<file path="config.mk">
export PLATFORM = sky130hd
export DESIGN_NAME = sdfs_mul
export DESIGN_NICKNAME = d
export VERILOG_FILES = /design/src/hw/rtl/assert_macros.svh /design/src/hw/rtl/sdfs_pkg.sv /design/src/hw/rtl/sdfs_mul.sv
export SDC_FILE = /design/constraint.sdc
export NUM_CORES = 2
export LEC_CHECK = 0
export ABC_CLOCK_PERIOD_IN_PS = 13500
export BUFFER_PORTS_ARGS = -buffer_cell sky130_fd_sc_hd__buf_2
export CAP_MARGIN = 10
export CORE_MARGIN = 1
export CORE_UTILIZATION = 25
export CTS_CLUSTER_SIZE = 10
export DETAILED_ROUTE_END_ITERATION = 12
export PLACE_DENSITY_LB_ADDON = 0.15
export SETUP_SLACK_MARGIN = 0.02
export SLEW_MARGIN = 20
export SYNTH_ARGS = -nofsm -noshare
export SYNTH_HDL_FRONTEND = slang
export SYNTH_SLANG_ARGS = --single-unit
</file>
<file path="constraint.sdc">
create_clock -name clock -period 13.5 [get_ports clock]
set_input_delay 2.025 -clock clock [delete_from_list [all_inputs] [get_ports clock]]
set_output_delay 2.025 -clock clock [all_outputs]
set_load 0.02 [all_outputs]
</file>
<file path="src/hw/rtl/assert_macros.svh">
// Assertion macros shared by the RTL of the distance field splat block.
// No dependencies; included by files that carry concurrent checks.
`ifndef ASSERT_MACROS_SVH
`define ASSERT_MACROS_SVH

// Property must hold at every clock edge outside reset.
`define ASSERT_ALWAYS(label, clk, rst, prop) \
   label: assert property (@(posedge clk) disable iff (rst) (prop)) \
      else $error("assertion failed");

// Consequent must hold in the cycle after the antecedent.
`define ASSERT_NEXT(label, clk, rst, ante, cons) \
   label: assert property (@(posedge clk) disable iff (rst) (ante) |=> (cons)) \
      else $error("assertion failed");

`endif

</file>
<file path="src/hw/rtl/sdfs_pkg.sv">
// Shared constants for the sphere distance field splat block.
// No dependencies; imported by every module of the block.
`timescale 1ns / 1ps

package sdfs_pkg;

   localparam int GRID_X_DEF = 64;
   localparam int GRID_Y_DEF = 64;
   localparam int GRID_Z_DEF = 64;

   localparam logic signed [31:0] FAR_VALUE = 32'sh7FFF_FFFF;

   localparam int MUL_A_W = 33;
   localparam int MUL_B_W = 32;
   localparam int MUL_P_W = MUL_A_W + MUL_B_W;

   localparam logic [1:0] ACT_SPLAT = 2'd0;
   localparam logic [1:0] ACT_READ  = 2'd1;
   localparam logic [1:0] ACT_CLEAR = 2'd2;

   localparam logic [1:0] STAT_DONE    = 2'd0;
   localparam logic [1:0] STAT_SKIPPED = 2'd1;
   localparam logic [1:0] STAT_READ    = 2'd2;

   localparam logic [2:0] CSR_ORIGIN_X   = 3'd0;
   localparam logic [2:0] CSR_ORIGIN_Y   = 3'd1;
   localparam logic [2:0] CSR_ORIGIN_Z   = 3'd2;
   localparam logic [2:0] CSR_CELL_SIZE  = 3'd3;
   localparam logic [2:0] CSR_INV_CELL   = 3'd4;
   localparam logic [2:0] CSR_RAD_SCALE  = 3'd5;
   localparam logic [2:0] CSR_MAX_RADIUS = 3'd6;

endpackage

</file>
<file path="src/hw/rtl/sdfs_mul.sv">
// Shared unsigned multiplier with a registered product.
// Depends on sdfs_pkg for operand widths.
`timescale 1ns / 1ps

module sdfs_mul
   import sdfs_pkg::*;
(
   input  logic               clock,
   input  logic [MUL_A_W-1:0] a,
   input  logic [MUL_B_W-1:0] b,
   output logic [MUL_P_W-1:0] p
);

   logic [MUL_P_W-1:0] p_ff;
   logic [MUL_P_W-1:0] p_in;

   assign p_in = MUL_P_W'(a) * MUL_P_W'(b);
   assign p    = p_ff;

   always_ff @(posedge clock) begin
      p_ff <= p_in;
   end

endmodule

</file>
Word level (Yosys, flattened, before mapping)
Cells that the tools add are included.
Storage, ports and cells
  output and inout bits: 65
  word-level logic and storage cells: 2
  register bits after elaboration: 65
Operators by class
  multiply operators: 1
Operators by type and width (count)
  $mul 33x32->65: 1

Depth between registers and ports, before layout
  depth after elaboration: 1
  depth in mapped cells: 27

Worst setup path before layout
Ideal clock, no wire load.
  path kind: input-to-reg
  start: input a[28]
  end: register p_ff[61], in the netlist p[61]
  arrival: 8831 ps
  cell stages on the path: 24
  slack: 4597 ps
  data required time: 13428 ps
  path through: clkbuf_1 nand2_1 fa_1 inv_1 fa_1 fa_1 inv_1 fa_1 inv_1 fa_1 fa_1 fa_1 inv_1 fa_1 inv_1 ha_1 nand2_2 or3_4 or4_4 o21ai_2 o31ai_2 or3_1 a311oi_2 xor2_1
On the way
  cells in the longest elaborated chain, start to end: 1
Ends and longest elaborated chain
  start: declaration: RTL line sdfs_mul.sv:9  | input logic [MUL_A_W-1:0] a,
  $mul 33x32->65: RTL line sdfs_mul.sv:17  | assign p_in = MUL_P_W'(a) * MUL_P_W'(b);
  net p_in[61]: RTL line sdfs_mul.sv:15  | logic [MUL_P_W-1:0] p_in;
  end signal: assignment: RTL line sdfs_mul.sv:21  | p_ff <= p_in;
  end: declaration: RTL line sdfs_mul.sv:14  | logic [MUL_P_W-1:0] p_ff;
The timed path passes the listed nets, and every way through them passes these cells.

Worst setup path in the final report
  start: input b[8]
  end: register p_ff[64], in the netlist p[64]
On the way
  cells in the longest elaborated chain, start to end: 1
Ends and longest elaborated chain
  start: declaration: RTL line sdfs_mul.sv:10  | input logic [MUL_B_W-1:0] b,
  $mul 33x32->65: RTL line sdfs_mul.sv:17
  net p_in[64]: RTL line sdfs_mul.sv:15
The timed path passes the listed nets, and every way through them passes these cells.

==> qor.yml <==
status: "completed"
rsz0062_at_grt: "false"
start_util: 0.253
tns_ps: 0
wl_per_cell_um: 20.8
synth_warnings: 0
synth_top_family_by_area: "adder cells"
regArea_um2: 1300
slew_viol_final: 0
endpoint_kind: "register"
holdCritPathClass: "primary input to register"
grt_pass1_vias: 28500
cts_buffers: 9
die_h_um: 378
drt-pass1-iter-count: 7
ctsLongestPathBuffers: 2
syn_avg_cell_area_um2: 9.08
arrival_ps: 10750
drc: 0
overflow: 0
routed_wl_um: 119000
cts_max_level: 3
antenna_found_initial: 7
cts_tree: "done"
routed_via_density: 4.38
port_buffers: 130
rows: 137
hpwl_um: 93200
grt_usage: 0.173
die_area_um2: 143000
slew_headroom: 0.302
first_iter_violations: 1075
holdWs_ps: 2260
multi_input_area_um2: 29700
fillers: 15200
grt_pass1_wl_um: 182000
routabilityCongestion: 0.799
antenna_left: 0
ys_ff_latch: 65
cts_setup_buffers: 0
area_growth_syn_to_layout_pct: 7.62
root_buffer: "clkbuf_16"
worstMarginPinSlew_ps: 1050
nNetsFinal: 5092
setup-violations-final: 0
ioPinCount: 131
synth-compound-area-share: 0.0390
synth_simple_gate_area_frac: 0.167
cts_sinks: 65
max-cap-violations: 0
yosysUniqueCellTypes: 55
fin_crit_ps: 10510
clk_pin_slew_ps: 60
clock.fmax_mhz: 95.2
mappedNetlistArea_um2: 35300
cts-resized-gates: 0
syn_inst: 3885
syn_nets: 5141
vias: 25100
hold_buffers: 0
worst_ep_required_time_ps: 13740
grt_start_max_net_pins: 34
dp_slack_ps: 2590
synth_fa_ha_area_frac: 0.619
drive_gt1_frac: 0.0471
fin_crit_sh: 0.778
worst_slack_ps: 2990
core_um2: 140000
synthXorXnorAreaFrac: 0.0161
seq_area_frac_synth: 0.0369
ys.flop_type: "dfxtp_1"
final-hold-violation-count: 0
path_max_fanout: 33
synth_mux_area_frac: 0
synth-edff-count: 0
hold_depth: 3
final_cell_mix: "inv_1, fa_1, nand2_1"
die_w_um: 378
critPathKind: "primary input to register"
synthArstFlopShare: 0
worstSetupStartpointType: "primary input"
largest_reg_flops: 65
-- metal layers --
metal,wire [um],global-route usage,share of wire,vias to the layer above
met5,27,0,0.00023,-
met4,3650,0.0491,0.031,4
met3,3580,0.0195,0.030,108
met2,61000,0.308,0.51,417
li1,-,-,-,11100
met1,50500,0.217,0.43,13400
-- cell usage after synthesis, types with 4 or more instances --
cell type	instances	area [um^2]
nand3_1	14	70.1
o211ai_1	7	52.6
a211oi_1	5	37.5
xor2_1	25	219
a21boi_0	4	30.0
xnor2_1	40	350
a21oi_1	66	330
nand2_1	616	2310
clkbuf_1	212	796
and2_1	485	3030
and3_1	6	37.5
o21ai_0	44	220
a31oi_1	14	87.6
nand4_1	15	93.8
inv_1	926	3480
nor2_1	36	135
ha_1	264	3300
nor3_1	8	40.0
fa_1	926	18500
o21bai_1	14	105
nor2b_1	8	50.1
nor4_1	4	25.0
a21o_1	33	248
dfxtp_1	65	1300
-- layout make-up --
class                           instances  share of cell area
Antenna cell                            4            0.000264
Tap cell                             1876              0.0618
Timing Repair Buffer                  155              0.0221
Inverter                              926              0.0915
Sequential cell                        65              0.0343
Clock buffer                           11             0.00639
Multi-Input combinational cell       2679               0.782
Clock inverter                          5             0.00145
-- critical path, stage by stage --
cell      delay, ps
buf_2           680
nand2_1         180
fa_1            570
inv_1            60
fa_1            520
fa_1            550
inv_1            50
fa_1            500
inv_1            50
fa_1            560
fa_1            460
fa_1            630
inv_1            80
fa_1            480
inv_1            40
ha_1            380
nand2_1         220
nor4_1          780
nand2_1         270
a311oi_1        570
nor3_2          230
o21ai_0         500
a31oi_1         180
xnor2_1         160
-- stage by stage --
stage               cell area (um^2)   util  std cells
finish                         38000  0.272       5721
global route                   38000  0.272       5717
CTS                            38000  0.272       5717
detailed placement             37700  0.270       5701
global placement               37700  0.270       5701
floorplan                      35300      -       3885
-- cells by family (layout without fill, tap and decap cells) --
| family | count (synthesis) | count (layout) |
|---|---|---|
| AO/OA/AOI/OAI | 217 | 217 |
| XOR/XNOR | 65 | 65 |
| adder cells (fa/ha/maj) | 1190 | 1190 |
| buffers and inverters | 1141 | 1097 |
| flip-flops | 65 | 65 |
| other | 0 | 4 |
| AND/OR/NAND/NOR | 1207 | 1207 |
-- path summary, 6_finish.rpt --
check	to	startpoint
worst max-delay path	p[64]$_DFF_P_	b[8]
worst min-delay path	p[0]$_DFF_P_	a[0]
Power is left out: the tool's default activity adds up to more than one toggle a clock period on the data nets, which glitch-free logic cannot reach.
