**src/hw/rtl/assert_macros.svh**
```systemverilog
// Assertion macros shared by the RTL of the distance field splat block.
// No dependencies; included by files that carry concurrent checks.
`ifndef ASSERT_MACROS_SVH
`define ASSERT_MACROS_SVH

// Property must hold at every clock edge outside reset.
`define ASSERT_ALWAYS(label, clk, rst, prop) \
   label: assert property (@(posedge clk) disable iff (rst) (prop)) \
      else $error("assertion failed");

// Consequent must hold in the cycle after the antecedent.
`define ASSERT_NEXT(label, clk, rst, ante, cons) \
   label: assert property (@(posedge clk) disable iff (rst) (ante) |=> (cons)) \
      else $error("assertion failed");

`endif

```
**src/hw/rtl/sdfs_pkg.sv**
```systemverilog
// Shared constants for the sphere distance field splat block.
// No dependencies; imported by every module of the block.
`timescale 1ns / 1ps

package sdfs_pkg;

   localparam int GRID_X_DEF = 64;
   localparam int GRID_Y_DEF = 64;
   localparam int GRID_Z_DEF = 64;

   localparam logic signed [31:0] FAR_VALUE = 32'sh7FFF_FFFF;

   localparam int MUL_A_W = 33;
   localparam int MUL_B_W = 32;
   localparam int MUL_P_W = MUL_A_W + MUL_B_W;

   localparam logic [1:0] ACT_SPLAT = 2'd0;
   localparam logic [1:0] ACT_READ  = 2'd1;
   localparam logic [1:0] ACT_CLEAR = 2'd2;

   localparam logic [1:0] STAT_DONE    = 2'd0;
   localparam logic [1:0] STAT_SKIPPED = 2'd1;
   localparam logic [1:0] STAT_READ    = 2'd2;

   localparam logic [2:0] CSR_ORIGIN_X   = 3'd0;
   localparam logic [2:0] CSR_ORIGIN_Y   = 3'd1;
   localparam logic [2:0] CSR_ORIGIN_Z   = 3'd2;
   localparam logic [2:0] CSR_CELL_SIZE  = 3'd3;
   localparam logic [2:0] CSR_INV_CELL   = 3'd4;
   localparam logic [2:0] CSR_RAD_SCALE  = 3'd5;
   localparam logic [2:0] CSR_MAX_RADIUS = 3'd6;

endpackage

```
**src/hw/rtl/sdfs_sqrt.sv**
```systemverilog
// Iterative integer square root of a 64-bit word, two radicand bits a cycle.
// Depends on sdfs_pkg (imported for house consistency of types).
`timescale 1ns / 1ps

module sdfs_sqrt
   import sdfs_pkg::*;
(
   input  logic        clock,
   input  logic        reset,
   input  logic        start,
   input  logic [63:0] radicand,
   output logic        done,
   output logic [31:0] root
);

   logic [63:0] rad_ff, rad_in;
   logic [34:0] rem_ff, rem_in;
   logic [31:0] root_ff, root_in;
   logic [4:0]  cnt_ff, cnt_in;
   logic        run_ff, run_in;
   logic        done_ff, done_in;
   logic [34:0] rem_n, trial;

   assign rem_n = {rem_ff[32:0], rad_ff[63:62]};
   assign trial = {1'b0, root_ff, 2'b01};

   always_comb begin
      rad_in  = rad_ff;
      rem_in  = rem_ff;
      root_in = root_ff;
      cnt_in  = cnt_ff;
      run_in  = run_ff;
      done_in = 1'b0;
      if (start) begin
         rad_in  = radicand;
         rem_in  = '0;
         root_in = '0;
         cnt_in  = '0;
         run_in  = 1'b1;
      end else if (run_ff) begin
         rad_in = {rad_ff[61:0], 2'b00};
         if (rem_n >= trial) begin
            rem_in  = rem_n - trial;
            root_in = {root_ff[30:0], 1'b1};
         end else begin
            rem_in  = rem_n;
            root_in = {root_ff[30:0], 1'b0};
         end
         cnt_in = cnt_ff + 5'd1;
         if (cnt_ff == 5'd31) begin
            run_in  = 1'b0;
            done_in = 1'b1;
         end
      end
   end

   always_ff @(posedge clock) begin
      if (reset) begin
         run_ff  <= 1'b0;
         done_ff <= 1'b0;
         cnt_ff  <= '0;
      end else begin
         run_ff  <= run_in;
         done_ff <= done_in;
         cnt_ff  <= cnt_in;
      end
      rad_ff  <= rad_in;
      rem_ff  <= rem_in;
      root_ff <= root_in;
   end

   assign done = done_ff;
   assign root = root_ff;

endmodule

```
**config.mk**
```make
export PLATFORM = sky130hd
export DESIGN_NAME = sdfs_sqrt
export DESIGN_NICKNAME = d
export VERILOG_FILES = /design/src/hw/rtl/assert_macros.svh /design/src/hw/rtl/sdfs_pkg.sv /design/src/hw/rtl/sdfs_sqrt.sv
export SDC_FILE = /design/constraint.sdc
export NUM_CORES = 1
export LEC_CHECK = 0
export BUFFER_PORTS_ARGS = -buffer_cell sky130_fd_sc_hd__buf_4
export CORE_MARGIN = 5
export CORE_UTILIZATION = 55
export DETAILED_ROUTE_END_ITERATION = 6
export PLACE_DENSITY = 0.79
export RECOVER_POWER = 100
export SLEW_MARGIN = 20
export SYNTH_ARGS = -nofsm -noshare
export SYNTH_HDL_FRONTEND = slang
export SYNTH_SLANG_ARGS = --single-unit
```
**constraint.sdc**
```tcl
create_clock -name clock -period 3.7 [get_ports clock]
set_input_delay 0 -clock clock [delete_from_list [all_inputs] [get_ports clock]]
set_output_delay 0 -clock clock [all_outputs]
set_load 0.01 [all_outputs]
```
# Yosys cells after proc, flatten, opt, wreduce, memory -nomap -nowiden
# Cells that the tools add are included.
op_classes:
  n_addsub: 2
  order_cmp: 1
  n_eq_ne: 1
  n_mux: 8
  bitwise: 1
  reduce_logical: 3
ops:
  columns: ["op", "n"]
  rows:
  - ["two-way mux 64 bit", 2]
  - ["greater-or-equal comparator 35 x 34 -> 1 bit", 1]
  - ["two-way mux 33 bit", 1]
  - ["subtractor 33 bit", 1]
  - ["adder 5 x 1 -> 5 bit, second input constant", 1]
  - ["equality test 5 bit, second input constant", 1]
  - ["two-way mux 1 bit", 5]
  - ["OR reduction 3 bit", 1]
  - ["nonzero test 2 bit", 1]
  - ["OR reduction 2 bit", 1]
  - ["NOT 1 bit", 1]
word_totals:
  regBits: 136
  input_bits: 67
  out_inout_bits: 33
  wordCells: 22

# Depth between registers and ports, before layout
depth:
  depth_word: 4
  depth_mapped: 13

# Worst setup path after synthesis
# No wires, ideal clock.
synth_timing:
  path_kind: "reg2reg"
  from: "reg root_ff[2], in the netlist root[2]"
  to: "reg rem_ff[32]"
  arrival_ps: 2831
  t_required_ps: 3614
  slack_ps: 783
  stages_incl_launch_ff: 13
  synth_period_minus_slack_ps: 2917
  path_cell_list: "dfxtp_1 > inv_1 > ha_1 > or3_1 > o22ai_2 > o2bb2ai_2 > a2111oi_4 > o21bai_4 > a211oi_4 > o311ai_4 > buf_6 > mux2i_1 > a211oi_1"
synth_between:
  elab_chain_cells: 2
  elab_cells_between_ends: 3
  cone_classes: "1 x add/sub; 1 x order compare; 1 x mux"
synth_lines:
  columns: ["item", "line_no", "source"]
  rows:
  - ["start, declared", "sdfs_sqrt.sv:18", "logic [31:0] root_ff, root_in;"]
  - ["start signal, assigned", "sdfs_sqrt.sv:69", "root_ff <= root_in;"]
  - ["subtractor 33 bit or greater-or-equal comparator 35 x 34 -> 1 bit (tied branches)", "sdfs_sqrt.sv:43, sdfs_sqrt.sv:42", null]
  - ["two-way mux 33 bit (*)", "sdfs_sqrt.sv:42", "if (rem_n >= trial) begin"]
  - ["end signal, assigned", "sdfs_sqrt.sv:68", "rem_ff <= rem_in;"]
  - ["end, declared", "sdfs_sqrt.sv:17", "logic [34:0] rem_ff, rem_in;"]
# Mark *: on every way between the ends. The rest lies on a longest branch, timed or not.
# A chain may end at the register's enable or synchronous reset.

# Final worst setup path
layout_timing:
  from: "reg root_ff[4], in the netlist root[4]"
  to: "reg rem_ff[5]"
layout_between:
  elab_chain_cells: 2
layout_lines:
  columns: ["item", "line_no"]
  rows:
  - ["greater-or-equal comparator 35 x 34 -> 1 bit", "sdfs_sqrt.sv:42"]
  - ["two-way mux 33 bit", "sdfs_sqrt.sv:42"]
# Every way passes these cells.

==> results_dict.tcl <==
set metrics [dict create \
    p_comb_share_pct 46.8 \
    ys_seq_area_share_pct 45.5 \
    crit_type "reg -> reg" \
    worst-path-max-fanout 15 \
    cts_sinks 136 \
    rrSetupSlack_ns 0.27 \
    cp_num_buf_inv 2 \
    use_met3_pct 6.18 \
    clock_latency_ns 0.43 \
    fin_nets 953 \
    synth_area_sq_mm 0.00739 \
    crit_cells 12 \
    die_w_um 126 \
    avgSynthCellArea_sq_um 10.7 \
    timing.rr.end "rem_ff[5]" \
    cp.required_ns 4.02 \
    r2r_start "root[4]" \
    worstSetupEndpoint "rem_ff[5]" \
    pin_count 100 \
    core-area_sq_mm 0.0132 \
    synth.distinct_cells 62 \
    wl_per_cell_um 18.0 \
    die_h_um 126 \
    worstHoldPathType "in -> reg" \
    max_freq_mhz 292 \
    drc_errors 0 \
    yosys_warnings 0 \
    postRouteAntennaNets 0 \
    regArea_sq_mm 0.00336 \
    antenna_found_initial 1 \
    die_area_sq_mm 0.0159 \
    synth_ff_type "dfxtp_1" \
    switching_share_pct 38.4 \
    gr-usage-met1_pct 27.7 \
    period_needed_ns 3.43 \
    critPathLaunchType "register" \
    ir_worst_vdd_v 0.000618 \
    h-tree-depth 4 \
    power_frac_seq_pct 27.9 \
    drive_gt1_share_pct 20.0 \
    ctsLongestPathBuffers 2 \
    cellLeakagePower_nw 3.75 \
    clockPowerShare_pct 25.2 \
    synth_cells 691 \
    grt_pass1_wl_um 30200 \
    cpMaxStageDelayCell "ha_1" \
    fin_tns_setup_ns 0 \
    gp_congestion 0.936 \
    status "finished, violations left" \
    hold_violations 0 \
    first_iter_violations 442 \
    cp.arrival_ns 3.75 \
    setup_viol 0 \
    p_per_area_mw_per_mm2 731 \
    finalCritPeriodShare_pct 92.7 \
    path_clk_slew_ns 0.07 \
    cp_slowest_stage_delay_ns 0.38 \
    cap_viol_max_count 2 \
    start_util_pct 56.0 \
    synth_edf_count 64 \
    slew_headroom_pct -33.7 \
    ys_ff_latch 136 \
    internal-power_mw 4.22 \
    wl_um 18700 \
    cp_top_family "compound AO/OA/AOI/OAI gates" \
    hpwlAfterDp_um 11300 \
    net-switching-power_mw 2.63 \
    drt_pass1_iterations 5 \
    grt_pass1_vias 5917 \
    ctsResizeCount 0 \
    grt_max_degree 91 \
    rsz0062_at_grt "false" \
    maxSlewViolCount 129 \
    dr_total_vias 5919 \
    end_kind "register" \
    crit_start "root[4]" \
    cts_root_buf "clkbuf_16" \
    port_buffers 99 \
    cts_made_buffers 17 \
    viasPerCell 5.69 \
    worst-r2r-cell-count 12 \
    worst_pin_slew_ns 2.01 \
    grt_usage_pct 23.7 \
    gr-max-usage-layer "met2" \
    post-route-util_pct 71.1 \
    synthToLayoutAreaGrowth_pct 26.9 \
    grt.overflow.total 0 \
    fillers 925 \
    path_cells "inv_1 -> ha_1 -> a211oi_1 -> o21ai_0 -> o2bb2ai_2 -> a2111oi_4 -> o21bai_4 -> a211oi_4 -> o311ai_4 -> clkbuf_2 -> and3_1 -> nor4_2" \
    violations "capacitance limit, slew limit" \
    grt_util_met2_pct 41.1 \
    skew_ns 0.0153 \
    async_flop_share_pct 0 \
    num_rows 42 \
    cts_tree "yes" \
    multi_input_area_sq_mm 0.00371 \
    syn-num-nets 794 \
]
## final cells by class
| type | count | area share [%] |
|---|---|---|
| clock inverter | 13 | 1.39 |
| timing repair buffer | 171 | 14.0 |
| clock buffer | 19 | 4.95 |
| tap | 176 | 2.35 |
| antenna | 1 | 0.0267 |
| inverter | 46 | 1.84 |
| sequential | 136 | 35.9 |
| multi-input combinational | 478 | 39.6 |
## Yosys cell counts, types with 12 or more instances
| library cell | instances | area (sq um) |
|---|---|---|
| mux2i_1 | 58 | 581 |
| o21ai_0 | 18 | 90.1 |
| inv_1 | 46 | 173 |
| xnor2_1 | 15 | 131 |
| nand2_1 | 35 | 131 |
| nor2_1 | 72 | 270 |
| ha_1 | 36 | 450 |
| a21oi_1 | 28 | 140 |
| edfxtp_1 | 64 | 1920 |
| dfxtp_1 | 72 | 1440 |
| nor3_1 | 14 | 70.1 |
| clkbuf_1 | 25 | 93.8 |
| a211oi_1 | 28 | 210 |
| xor2_1 | 12 | 105 |
| mux2_2 | 62 | 698 |
## power by group through the flow
stage	clock network [mW]	logic [mW]	registers, mW
after floorplan	0	2.59	1.89
after global placement	0	2.98	1.93
after detailed placement	0	3.10	1.94
after CTS	1.72	3.19	1.91
after global routing	1.83	3.46	1.93
final	1.73	3.21	1.91
## tightest hold or removal path, stage by stage
cell and delay [ns]:
dlygate4sd3_1 0.54, buf_4 0.15, nor2_1 0.05
## sequential cells by signal, indices dropped and copies added (netlist names)
| name | count |
|---|---|
| rem_ff | 33 |
| done | 1 |
| rad_ff | 64 |
| root | 32 |
| cnt_ff | 5 |
| run_ff | 1 |
## layout by cell type, fill, tap and decap left out, types with 28 or more instances in the layout
master          n
nor2_1         72
dfxtp_1        72
buf_4          69
dlygate4sd3_1  65
edfxtp_1       64
mux2i_1        58
mux2_2         52
inv_1          45
ha_1           36
nand2_1        35
clkbuf_1       33
a211oi_1       28
a21oi_1        28
## per-stage QoR
| stage | instances | hold slack [ns] | cell area (sq um) | setup WS (ns) | power (mW) |
|---|---|---|---|---|---|
| floorplan | 691 | 0.0724 | 7390 | 0.783 | 4.48 |
| global placement | 942 | 0.210 | 8270 | 0.629 | 4.91 |
| detailed placement | 942 | 0.218 | 8270 | 0.457 | 5.04 |
| CTS | 1039 | 0.0149 | 9510 | 0.424 | 6.82 |
| global route | 1040 | 0.365 | 9380 | 0.112 | 7.23 |
| finish | 1040 | 0.354 | 9380 | 0.270 | 6.85 |
## per-layer routing
layer  vias up  part of all wire (%)
li1       2846                     -
met1      2812                    41
met2       212                    51
met3        49                   5.4
met4         0                   3.1
met5         -                     0
## logic make-up (layout without fill, tap and decap cells)
kind of cell	count (synthesis)	after routing	share of synthesized area [%]
simple gates	164	164	10.4
flops	136	136	45.5
compound gates	131	131	13.2
mux	120	120	17.3
buf+inv	77	249	4.23
fa+ha+maj	36	36	6.10
xor+xnor	27	27	3.20
other cells	0	1	0
## worst min path at each step
stage | start | end | cells past startpoint
detailed placement | reset | run_ff | 2
floorplan | reset | run_ff | 1
global placement | reset | run_ff | 2
CTS | start | root[27] | 2
global route | reset | cnt_ff[4] | 3
finish | reset | run_ff | 3
## what timing repair did
action,4_1_cts,5_1_grt
hold endpoints to repair,71,0
hold buffers,65,0
buffers inserted,0,0
No activity file was read; power rests on OpenSTA's default activity.
